<file path="src/rtl/core/txb_pkg.sv">
// Shared constants and types for the timestamped XOR basis insert block.
package txb_pkg;

  localparam int WIDTH_DEF      = 64;
  localparam int STAMP_BITS_DEF = 20;
  localparam int ROW_BITS       = 6;

  localparam logic OUTCOME_FILLED  = 1'b0;
  localparam logic OUTCOME_DROPPED = 1'b1;

  typedef struct packed {
    logic valid;
    logic done;
  } txb_ctl_t;

endpackage

</file>
<file path="src/rtl/core/txb_cell.sv">
// One pivot cell: holds one basis row with its stamp and reduces the passing candidate.
module txb_cell import txb_pkg::*; #(
  parameter int WIDTH      = WIDTH_DEF,
  parameter int STAMP_BITS = STAMP_BITS_DEF,
  parameter int INDEX      = 0
) (
  input  logic                  clk_i,
  input  logic                  rst_ni,
  input  logic                  en_i,
  input  txb_ctl_t              ctl_i,
  input  logic [WIDTH-1:0]      vec_i,
  input  logic [STAMP_BITS-1:0] stamp_i,
  input  logic [ROW_BITS-1:0]   row_i,
  output txb_ctl_t              ctl_o,
  output logic [WIDTH-1:0]      vec_o,
  output logic [STAMP_BITS-1:0] stamp_o,
  output logic [ROW_BITS-1:0]   row_o
);

  txb_ctl_t              ctl_q, ctl_d;
  logic [WIDTH-1:0]      vec_q, vec_d;
  logic [STAMP_BITS-1:0] stamp_q, stamp_d;
  logic [ROW_BITS-1:0]   row_q, row_d;

  logic [WIDTH-1:0]      basis_q;
  logic [STAMP_BITS-1:0] basis_stamp_q;
  logic                  basis_valid_q;

  logic hit, fill, swap;

  always_comb begin
    hit  = ctl_i.valid && !ctl_i.done && vec_i[INDEX];
    fill = hit && !basis_valid_q;
    swap = hit && basis_valid_q && (basis_stamp_q < stamp_i);

    ctl_d      = ctl_i;
    ctl_d.done = ctl_i.done || fill;
    // A swap followed by the XOR leaves the same candidate as the XOR alone.
    vec_d   = (hit && basis_valid_q) ? (vec_i ^ basis_q) : vec_i;
    stamp_d = swap ? basis_stamp_q : stamp_i;
    row_d   = fill ? ROW_BITS'(INDEX) : row_i;
  end

  always_ff @(posedge clk_i or negedge rst_ni) begin
    if (!rst_ni) begin
      ctl_q         <= '0;
      basis_valid_q <= 1'b0;
    end else if (en_i) begin
      ctl_q <= ctl_d;
      if (fill) begin
        basis_valid_q <= 1'b1;
      end
    end
  end

  always_ff @(posedge clk_i) begin
    if (en_i) begin
      vec_q   <= vec_d;
      stamp_q <= stamp_d;
      row_q   <= row_d;
      if (fill || swap) begin
        basis_q       <= vec_i;
        basis_stamp_q <= stamp_i;
      end
    end
  end

  assign ctl_o   = ctl_q;
  assign vec_o   = vec_q;
  assign stamp_o = stamp_q;
  assign row_o   = row_q;

endmodule

</file>
<file path="config.mk">
export PLATFORM = sky130hd
export DESIGN_NAME = txb_cell
export DESIGN_NICKNAME = d
export VERILOG_FILES = /design/src/rtl/core/txb_pkg.sv /design/src/rtl/core/txb_cell.sv
export SDC_FILE = /design/constraint.sdc
export NUM_CORES = 1
export LEC_CHECK = 0
export ABC_CLOCK_PERIOD_IN_PS = 9280
export BUFFER_PORTS_ARGS = -buffer_cell sky130_fd_sc_hd__buf_4
export CORE_ASPECT_RATIO = 1.2
export CORE_MARGIN = 1.5
export CORE_UTILIZATION = 50
export DETAILED_ROUTE_END_ITERATION = 6
export PLACE_DENSITY_LB_ADDON = 0.2
export SYNTH_ARGS = -nofsm -noshare
export SYNTH_HDL_FRONTEND = slang
export SYNTH_SLANG_ARGS = --single-unit
export TNS_END_PERCENT = 5
</file>
<file path="constraint.sdc">
create_clock -name clk_i -period 9.28 [get_ports clk_i]
set_clock_uncertainty 0.05 [all_clocks]
set_input_delay 2.784 -clock clk_i [delete_from_list [all_inputs] [get_ports clk_i]]
set_output_delay 2.784 -clock clk_i [all_outputs]
set_load 0.02 [all_outputs]
</file>
# After elaboration in Yosys (flattened, before gate mapping)
# Index checks and enable logic that the tools add are counted.
[word_totals]
ff_bits = 177
in_bits = 95
out_inout_bits = 92
elab_cells = 23
[op_classes]
magnitude_cmp = 1
muxes = 2
bitwise_logic = 1
n_reduce_logical = 11
[op_table]
columns = ["cell", "count"]
rows = [
  ["$mux 64", 1],
  ["$xor 64x64->64", 1],
  ["$lt 20x20->1", 1],
  ["$mux 20", 1],
  ["$logic_and 1x1->1", 5],
  ["$reduce_and 2->1", 2],
  ["$logic_not 1->1", 2],
  ["$logic_or 1x1->1", 2],
]

# Longest topological paths before layout
# Gate-level depths: netlist of the first run.
[depth]
word_depth = 7
mapped_depth = 8
ltp_nobuf = 7

# Worst setup path after synthesis of the first run
# No wires, ideal clock.
[synth_timing]
path_type = "in2reg"
from = "input port stamp_i[11]"
to = "register basis_q[0] (enable)"
setup_time_ps = 656
arrival_time_ps = 10030
t_required_ps = 8574
setup_slack_ps = -1456
stages = 8
n_path_buf = 1
path_cell_list = "inv_1 ha_1 a21oi_1 a311oi_1 nor4b_2 o221ai_2 buf_6 a21boi_0"
[synth_via]
elab_chain_len = 4
[synth_rtl]
columns = ["element", "line", "rtl"]
rows = [
  ["from (decl)", "txb_cell.sv:12", "input logic [STAMP_BITS-1:0] stamp_i,"],
  ["$lt 20x20->1", "txb_cell.sv:34", "swap = hit && basis_valid_q && (basis_stamp_q < stamp_i);"],
  ["$logic_and 1x1->1", "txb_cell.sv:34", ""],
  ["$logic_or 1x1->1", "txb_cell.sv:61", "if (fill || swap) begin"],
  ["$reduce_and 2->1 (no source line)", "n/a", ""],
  ["to (signal assigned)", "txb_cell.sv:62", "basis_q <= vec_i;"],
  ["to (decl)", "txb_cell.sv:25", "logic [WIDTH-1:0] basis_q;"],
]
# No other way between the ends.
# A chain may end at the register's enable or synchronous reset.

# Worst setup path in the final report of the first run
[layout_timing]
from = "input port ctl_i[0] (netlist bit)"
to = "register basis_q[49] (enable)"
[layout_via]
elab_chain_len = 7
elab_cells_between_ends = 8
cone_classes = "reduce/logical: 8"
[layout_rtl]
columns = ["element", "line", "rtl"]
rows = [
  ["from (decl)", "txb_cell.sv:10", "input txb_ctl_t ctl_i,"],
  ["$logic_not 1->1 *", "txb_cell.sv:32", "hit = ctl_i.valid && !ctl_i.done && vec_i[INDEX];"],
  ["$logic_and 1x1->1 * (2 in series)", "txb_cell.sv:32", ""],
  ["$logic_and 1x1->1 (2 in series)", "txb_cell.sv:34", ""],
  ["$logic_or 1x1->1 *", "txb_cell.sv:61", ""],
  ["$reduce_and 2->1 (no source line) *", "n/a", ""],
]
# Every way passes the cells marked *; elsewhere a longest branch is shown, timed or not.

==> flow_metrics.py, run 1 <==
metrics = {
    "run_status": {
        "status": "finished, final reports clean",
    },
    "sta": {
        "finalCritPeriodShare": 0.582,
        "grt_setup_unrepaired": "no",
        "maxSlewHeadroom": 0.327,
        "setup_ws_ps": 3880,
        "max_clock_freq_mhz": 185,
        "setup_viol": 0,
        "drv_slew": 0,
        "tns_ps": 0,
        "min_period_ps": 5400,
        "worst_pin_slew_ps": 1010,
        "hold_viol": 0,
    },
    "clock_network": {
        "root_buffer": "clkbuf_16",
        "h-tree-depth": 4,
        "ctsResizeCount": 0,
        "cts_hold_buf": 0,
        "cts-buffers-inserted": 17,
        "cts_buffer_depth": 2,
        "cts_setup_buffers": 0,
        "clock_latency_ps": 410,
        "clk_pin_slew_ps": 60,
        "cts_sinks": 177,
        "cts_tree": "done",
    },
    "routing": {
        "drt-initial-drc-count": 135,
        "drt.antenna.violating_nets": 0,
        "wl_met2_um": 6760,
        "finalWirelength_um": 13100,
        "drc": 0,
        "highest_layer": "met4",
        "wirelength_met1_um": 5220,
        "vias_per_cell": 4.89,
        "num_vias": 3909,
        "wl_met3_um": 645,
        "routedWlPerCell_um": 16.4,
        "dr.pass1.iters": 4,
    },
    "pwr": {
        "p_comb_frac": 0.098,
        "clkPwrFrac": 0.379,
        "power.density_mw_per_mm2": 195,
        "p_int_uw": 1380,
        "p_sw_frac": 0.226,
        "p_switching_uw": 402,
        "p_total_uw": 1780,
        "pwr-share-seq": 0.523,
        "ir_worst_vdd_v": 0.000114,
        "leakage_uw": 0.00348,
    },
    "final_layout": {
        "diodes": 0,
        "drive_above_1_share": 0.392,
        "final_cell_area_mm2": 0.00913,
        "area_growth_pct": 31.1,
        "nets": 729,
        "fill_cells": 971,
        "utilization": 0.666,
    },
    "critical_path": {
        "arrival_ps": 5380,
        "worst-path-max-fanout": 78,
        "worstSetupEndpointType": "register",
        "setup.worst_path.start": "ctl_i[0]",
        "critPathLaunchType": "primary input",
        "r2r_end": "basis_q[49]$_DFFE_PP_",
        "reg2reg_depth": 6,
        "critPathRequiredTime_ps": 9260,
        "r2r-start": "basis_valid_q$_DFFE_PN0P_",
        "reg2reg_slack_ps": 6100,
        "critPathKind": "in2reg",
    },
    "logic_synthesis": {
        "yosysSeqAreaShare": 0.761,
        "synth_seq_cells": 177,
        "post-synth-top-area-cell": "edfxtp_1",
        "synthSimpleGateAreaFrac": 0.0559,
        "synth_top_area_frac": 0.751,
        "synth_compound_area_frac": 0.0169,
        "synthXorXnorAreaFrac": 0.0793,
        "synthAdderAreaFrac": 0.0342,
        "synth_top_family_by_area": "XOR/XNOR gates",
        "yosysWarnings": 0,
        "synthTopCellsByArea": "edfxtp_1 75%, xnor2_1 7.9%, nand2_1 3.6%",
        "synthesis.nets": 529,
        "syn_inst": 415,
        "synth_area_mm2": 0.00696,
        "synth_cell_type_count": 26,
        "synth_mux_area_frac": 0.0340,
        "avgSynthCellArea_um2": 16.8,
    },
    "global_routing": {
        "overflow": 0,
        "grt_pass1_vias": 4092,
        "antenna_found_initial": 0,
        "grt_first_pass_wirelength_um": 20600,
        "grt_max_degree": 79,
        "gr-usage-all-layers": 0.183,
    },
    "placed_design": {
        "dpl_cell_area_mm2": 0.00856,
        "place_congestion": 0.814,
        "dp_slack_ps": 3390,
        "place_hpwl_um": 9010,
        "io_buffer_count": 186,
    },
    "floorplan": {
        "die_w_um": 111,
        "start_util": 0.508,
        "num_rows": 47,
        "die_area_mm2": 0.0146,
        "die_h_um": 132,
        "ioPinCount": 187,
        "core-area_mm2": 0.0137,
    },
    "worst_hold_path": {
        "worstHoldPathCells": 1,
        "min-delay-start": "basis_valid_q$_DFFE_PN0P_",
        "min_to": "basis_valid_q$_DFFE_PN0P_",
        "hold_class": "reg2reg",
    },
    "flow_run": {
        "drv.max_cap_violation_count": 0,
    },
}
==> critical path, stage by stage <==
cell and delay (ps):
buf_4 110, inv_1 90, and4_2 220, buf_4 500, nor4b_2 330, o221ai_2 160, a21boi_4 270, buf_4 810
==> metrics by stage <==
| step | instances | hold WS [ps] |
|---|---|---|
| global placement | 767 | 425 |
| floorplan | 415 | 393 |
| detailed placement | 767 | 489 |
| finish | 799 | 496 |
| CTS | 799 | 503 |
| global route | 799 | 521 |
==> layout make-up <==
cell class,count,area (um^2),share of cell area
clock inverters,14,131,0.0144
clock buffers,18,429,0.0470
multi-input cells,208,1550,0.169
repair buffers,190,1430,0.156
well taps,171,214,0.0234
flip-flops and latches,177,5300,0.581
inverters,21,78.8,0.00864
==> metal layers <==
layer	vias to the layer above	track usage
li1	1894	-
met1	1858	0.218
met2	128	0.310
met3	29	0.0409
met4	0	0.0976
met5	-	0
==> logic make-up (layout without fill, tap and decap cells) <==
| kind of cell | after synthesis | count (layout) |
|---|---|---|
| xor gates and xnor gates | 63 | 63 |
| AOI/OAI and AO/OA | 17 | 17 |
| buffers and inverters | 30 | 243 |
| adders and majority gates | 19 | 19 |
| muxes | 21 | 21 |
| and+or+nand+nor | 88 | 88 |
| DFF | 177 | 177 |
==> registers in the layout, summed over array words and instances, names as in the netlist <==
signal / count
basis_valid_q: 1
basis_stamp_q: 20
row_o: 6
basis_q: 64
stamp_o: 20
ctl_o: 2
vec_o: 64
==> synth_stat cells, drive strengths merged <==
cell    instances
edfxtp        174
nand2          67
xnor2          63
inv            21
mux2           21
ha             19
clkbuf          7
nor2b           7
a21oi           6
nand4           4
a21boi          3
dfrtp           3
nor2            3
a211oi          2
buf             2
nand3           2
o21ai           2
a311oi          1
a31oi           1
a41o            1
and4            1
and4bb          1
nor3            1
nor4b           1
o221ai          1
or3             1
==> cells in the final DEF (no fill, tap or decap), drive strengths merged, types with 2 or more instances in the layout <==
cell,Yosys,final
nor2b,7,7
nand4,4,4
ha,19,19
clkinvlp,0,2
a21boi,3,3
a21oi,6,6
inv,21,25
edfxtp,174,174
nand2,67,67
o21ai,2,2
mux2,21,21
a211oi,2,2
buf,2,190
xnor2,63,63
clkbuf,7,18
dfrtp,3,3
clkinv,0,7
nor2,3,3
nand3,2,2
==> power groups by stage <==
stage          logic, uW  clock network (uW)  registers, uW
2_1_floorplan       46.3                   0            980
3_3_place_gp         172                   0            946
3_5_place_dp         176                   0            947
4_1_cts              177                 689            930
5_1_grt              188                 720            932
6_report             175                 673            929
==> worst max path at each step <==
stage                       endpoint  slack, ps
2_1_floorplan   basis_q[0]$_DFFE_PP_        840
3_3_place_gp   basis_q[45]$_DFFE_PP_       3490
3_5_place_dp   basis_q[48]$_DFFE_PP_       3390
4_1_cts        basis_q[42]$_DFFE_PP_       3820
5_1_grt        basis_q[47]$_DFFE_PP_       3670
6_report       basis_q[49]$_DFFE_PP_       3880
Note: power is estimated with default switching activity, not from simulation.
==> run 2, diff against run 1 <==
ABC_CLOCK_PERIOD_IN_PS = 4600   (was 9280)
CORE_UTILIZATION = 47   (was 50)
clock period = 4.6 ns   (was 9.28 ns; I/O delays follow)
==> flow_metrics.py, run 2 (synthesized netlist as in run 1, its figures left out) <==
metrics = {
    "run_status": {
        "status": "finished, final reports clean",
    },
    "placed_design": {
        "io_buffer_count": 186,
        "place_congestion": 0.778,
        "place_hpwl_um": 8900,
    },
    "routing": {
        "finalWirelength_um": 13100,
        "num_vias": 3947,
        "drt-initial-drc-count": 167,
        "vias_per_cell": 4.91,
        "routedWlPerCell_um": 16.3,
        "drt.antenna.violating_nets": 0,
        "drc": 0,
        "dr.pass1.iters": 4,
    },
    "floorplan": {
        "ioPinCount": 187,
        "start_util": 0.483,
        "die_w_um": 114,
        "num_rows": 48,
        "die_h_um": 136,
        "die_area_mm2": 0.0156,
        "core-area_mm2": 0.0144,
    },
    "critical_path": {
        "arrival_ps": 3400,
        "setup.worst_path.start": "stamp_i[11]",
        "reg2reg_depth": 7,
        "reg2reg_slack_ps": 1930,
        "critPathMaxStageDelay_ps": 470,
        "cp.depth": 9,
        "critPathRequiredTime_ps": 4650,
        "crit_slowest_cell": "a21boi_4",
        "r2r_end": "basis_q[45]$_DFFE_PP_",
        "worst-path-max-fanout": 44,
        "worstSetupEndpointType": "register",
        "crit_chain": "buf_4 > inv_1 > ha_1 > a21oi_1 > a311oi_1 > nor4b_2 > o221ai_2 > a21boi_4 > buf_12",
        "r2r-start": "basis_stamp_q[2]$_DFFE_PP_",
        "critPathKind": "in2reg",
        "critPathLaunchType": "primary input",
        "crit_buf_inv": 3,
        "crit_end": "basis_q[45]$_DFFE_PP_",
        "crit_family": "compound AO/OA/AOI/OAI gates",
    },
    "final_layout": {
        "final_cell_mix": "189 x buf_4, 174 x edfxtp_1, 67 x nand2_1, 63 x xnor2_1",
        "nets": 730,
        "diodes": 0,
        "area_growth_pct": 31.8,
        "final_common_cell": "buf_4",
        "drive_above_1_share": 0.391,
        "fill_cells": 1084,
    },
    "global_routing": {
        "antenna_found_initial": 0,
        "grt_pass1_vias": 3978,
        "gr-usage-all-layers": 0.172,
        "grt_first_pass_wirelength_um": 20000,
        "grt_max_degree": 65,
        "overflow": 0,
    },
    "pwr": {
        "ir_worst_vdd_v": 0.000261,
        "power.density_mw_per_mm2": 393,
        "p_total_uw": 3610,
        "leakage_uw": 0.00350,
    },
    "sta": {
        "tns_ps": 0,
        "maxSlewHeadroom": 0.535,
        "hold_viol": 0,
        "setup_viol": 0,
        "grt_setup_unrepaired": "no",
        "worst_pin_slew_ps": 698,
        "drv_slew": 0,
        "finalCritPeriodShare": 0.728,
        "min_period_ps": 3350,
        "max_clock_freq_mhz": 299,
    },
    "clock_network": {
        "cts_buffer_depth": 2,
        "clk_pin_slew_ps": 60,
        "h-tree-depth": 4,
        "ctsResizeCount": 0,
        "root_buffer": "clkbuf_16",
        "cts_setup_buffers": 0,
        "cts_sinks": 177,
        "cts_tree": "done",
        "cts_hold_buf": 0,
        "cts-buffers-inserted": 17,
        "clock_latency_ps": 420,
    },
    "flow_run": {
        "drv.max_cap_violation_count": 0,
    },
    "worst_hold_path": {
        "hold_class": "reg2reg",
    },
}
-- run 2: cell count changes in the layout (fill, tap and decap cells not counted), sizes merged --
cell | before | now
bufinv | 1 | 2
clkbuf | 18 | 17
clkinv | 7 | 11
inv | 25 | 21
buf | 190 | 191
-- run 2: layout make-up --
| class | count | area, um^2 | share of cell area |
|---|---|---|---|
| Tap cell | 175 | 219 | 0.0239 |
| Clock buffer | 17 | 425 | 0.0464 |
| Inverter | 21 | 78.8 | 0.00859 |
| Multi-Input combinational cell | 208 | 1550 | 0.168 |
| Clock inverter | 15 | 145 | 0.0158 |
| Sequential cell | 177 | 5300 | 0.578 |
| Timing Repair Buffer | 191 | 1460 | 0.159 |
-- run 2: how the worst min path moves through the flow --
stage	from	slack, ps	to	cells after the start
3_5_place_dp	basis_valid_q$_DFFE_PN0P_	440	basis_valid_q$_DFFE_PN0P_	1
2_1_floorplan	basis_valid_q$_DFFE_PN0P_	390	basis_valid_q$_DFFE_PN0P_	1
6_report	basis_valid_q$_DFFE_PN0P_	440	basis_valid_q$_DFFE_PN0P_	1
4_1_cts	basis_valid_q$_DFFE_PN0P_	450	basis_valid_q$_DFFE_PN0P_	1
5_1_grt	basis_valid_q$_DFFE_PN0P_	490	basis_valid_q$_DFFE_PN0P_	1
3_3_place_gp	basis_valid_q$_DFFE_PN0P_	410	basis_valid_q$_DFFE_PN0P_	1
-- run 2: metal layers --
| metal | vias up | GRT usage | share of wire |
|---|---|---|---|
| met4 | 0 | 0.0785 | 0.021 |
| met1 | 1906 | 0.207 | 0.41 |
| met2 | 122 | 0.282 | 0.51 |
| met5 | - | 0 | 0 |
| li1 | 1901 | - | - |
| met3 | 18 | 0.0584 | 0.059 |
-- run 2: metrics by stage --
stage,hold slack (ps),util,area [um^2],setup WS (ps),std cells
final,445,0.636,9170,1250,804
after global routing,488,0.636,9170,1170,804
after CTS,451,0.636,9170,1240,804
after detailed placement,439,0.597,8600,780,772
after global placement,406,0.597,8600,832,772
after floorplan,393,-,6970,77.7,415
-- run 2: power by group --
part	total (uW)	switching, uW	internal [uW]
logic	355	186	169
registers	1870	20.0	1850
clock network	1380	584	794
total	3610	790	2820
-- run 2: worst reg2reg max path: cells and delay by family, from the launching register on --
kind | cells | cell delay (ps)
compound gates | 5 | 1230
flops | 1 | 400
buf+inv | 1 | 320
fa+ha+maj | 1 | 310
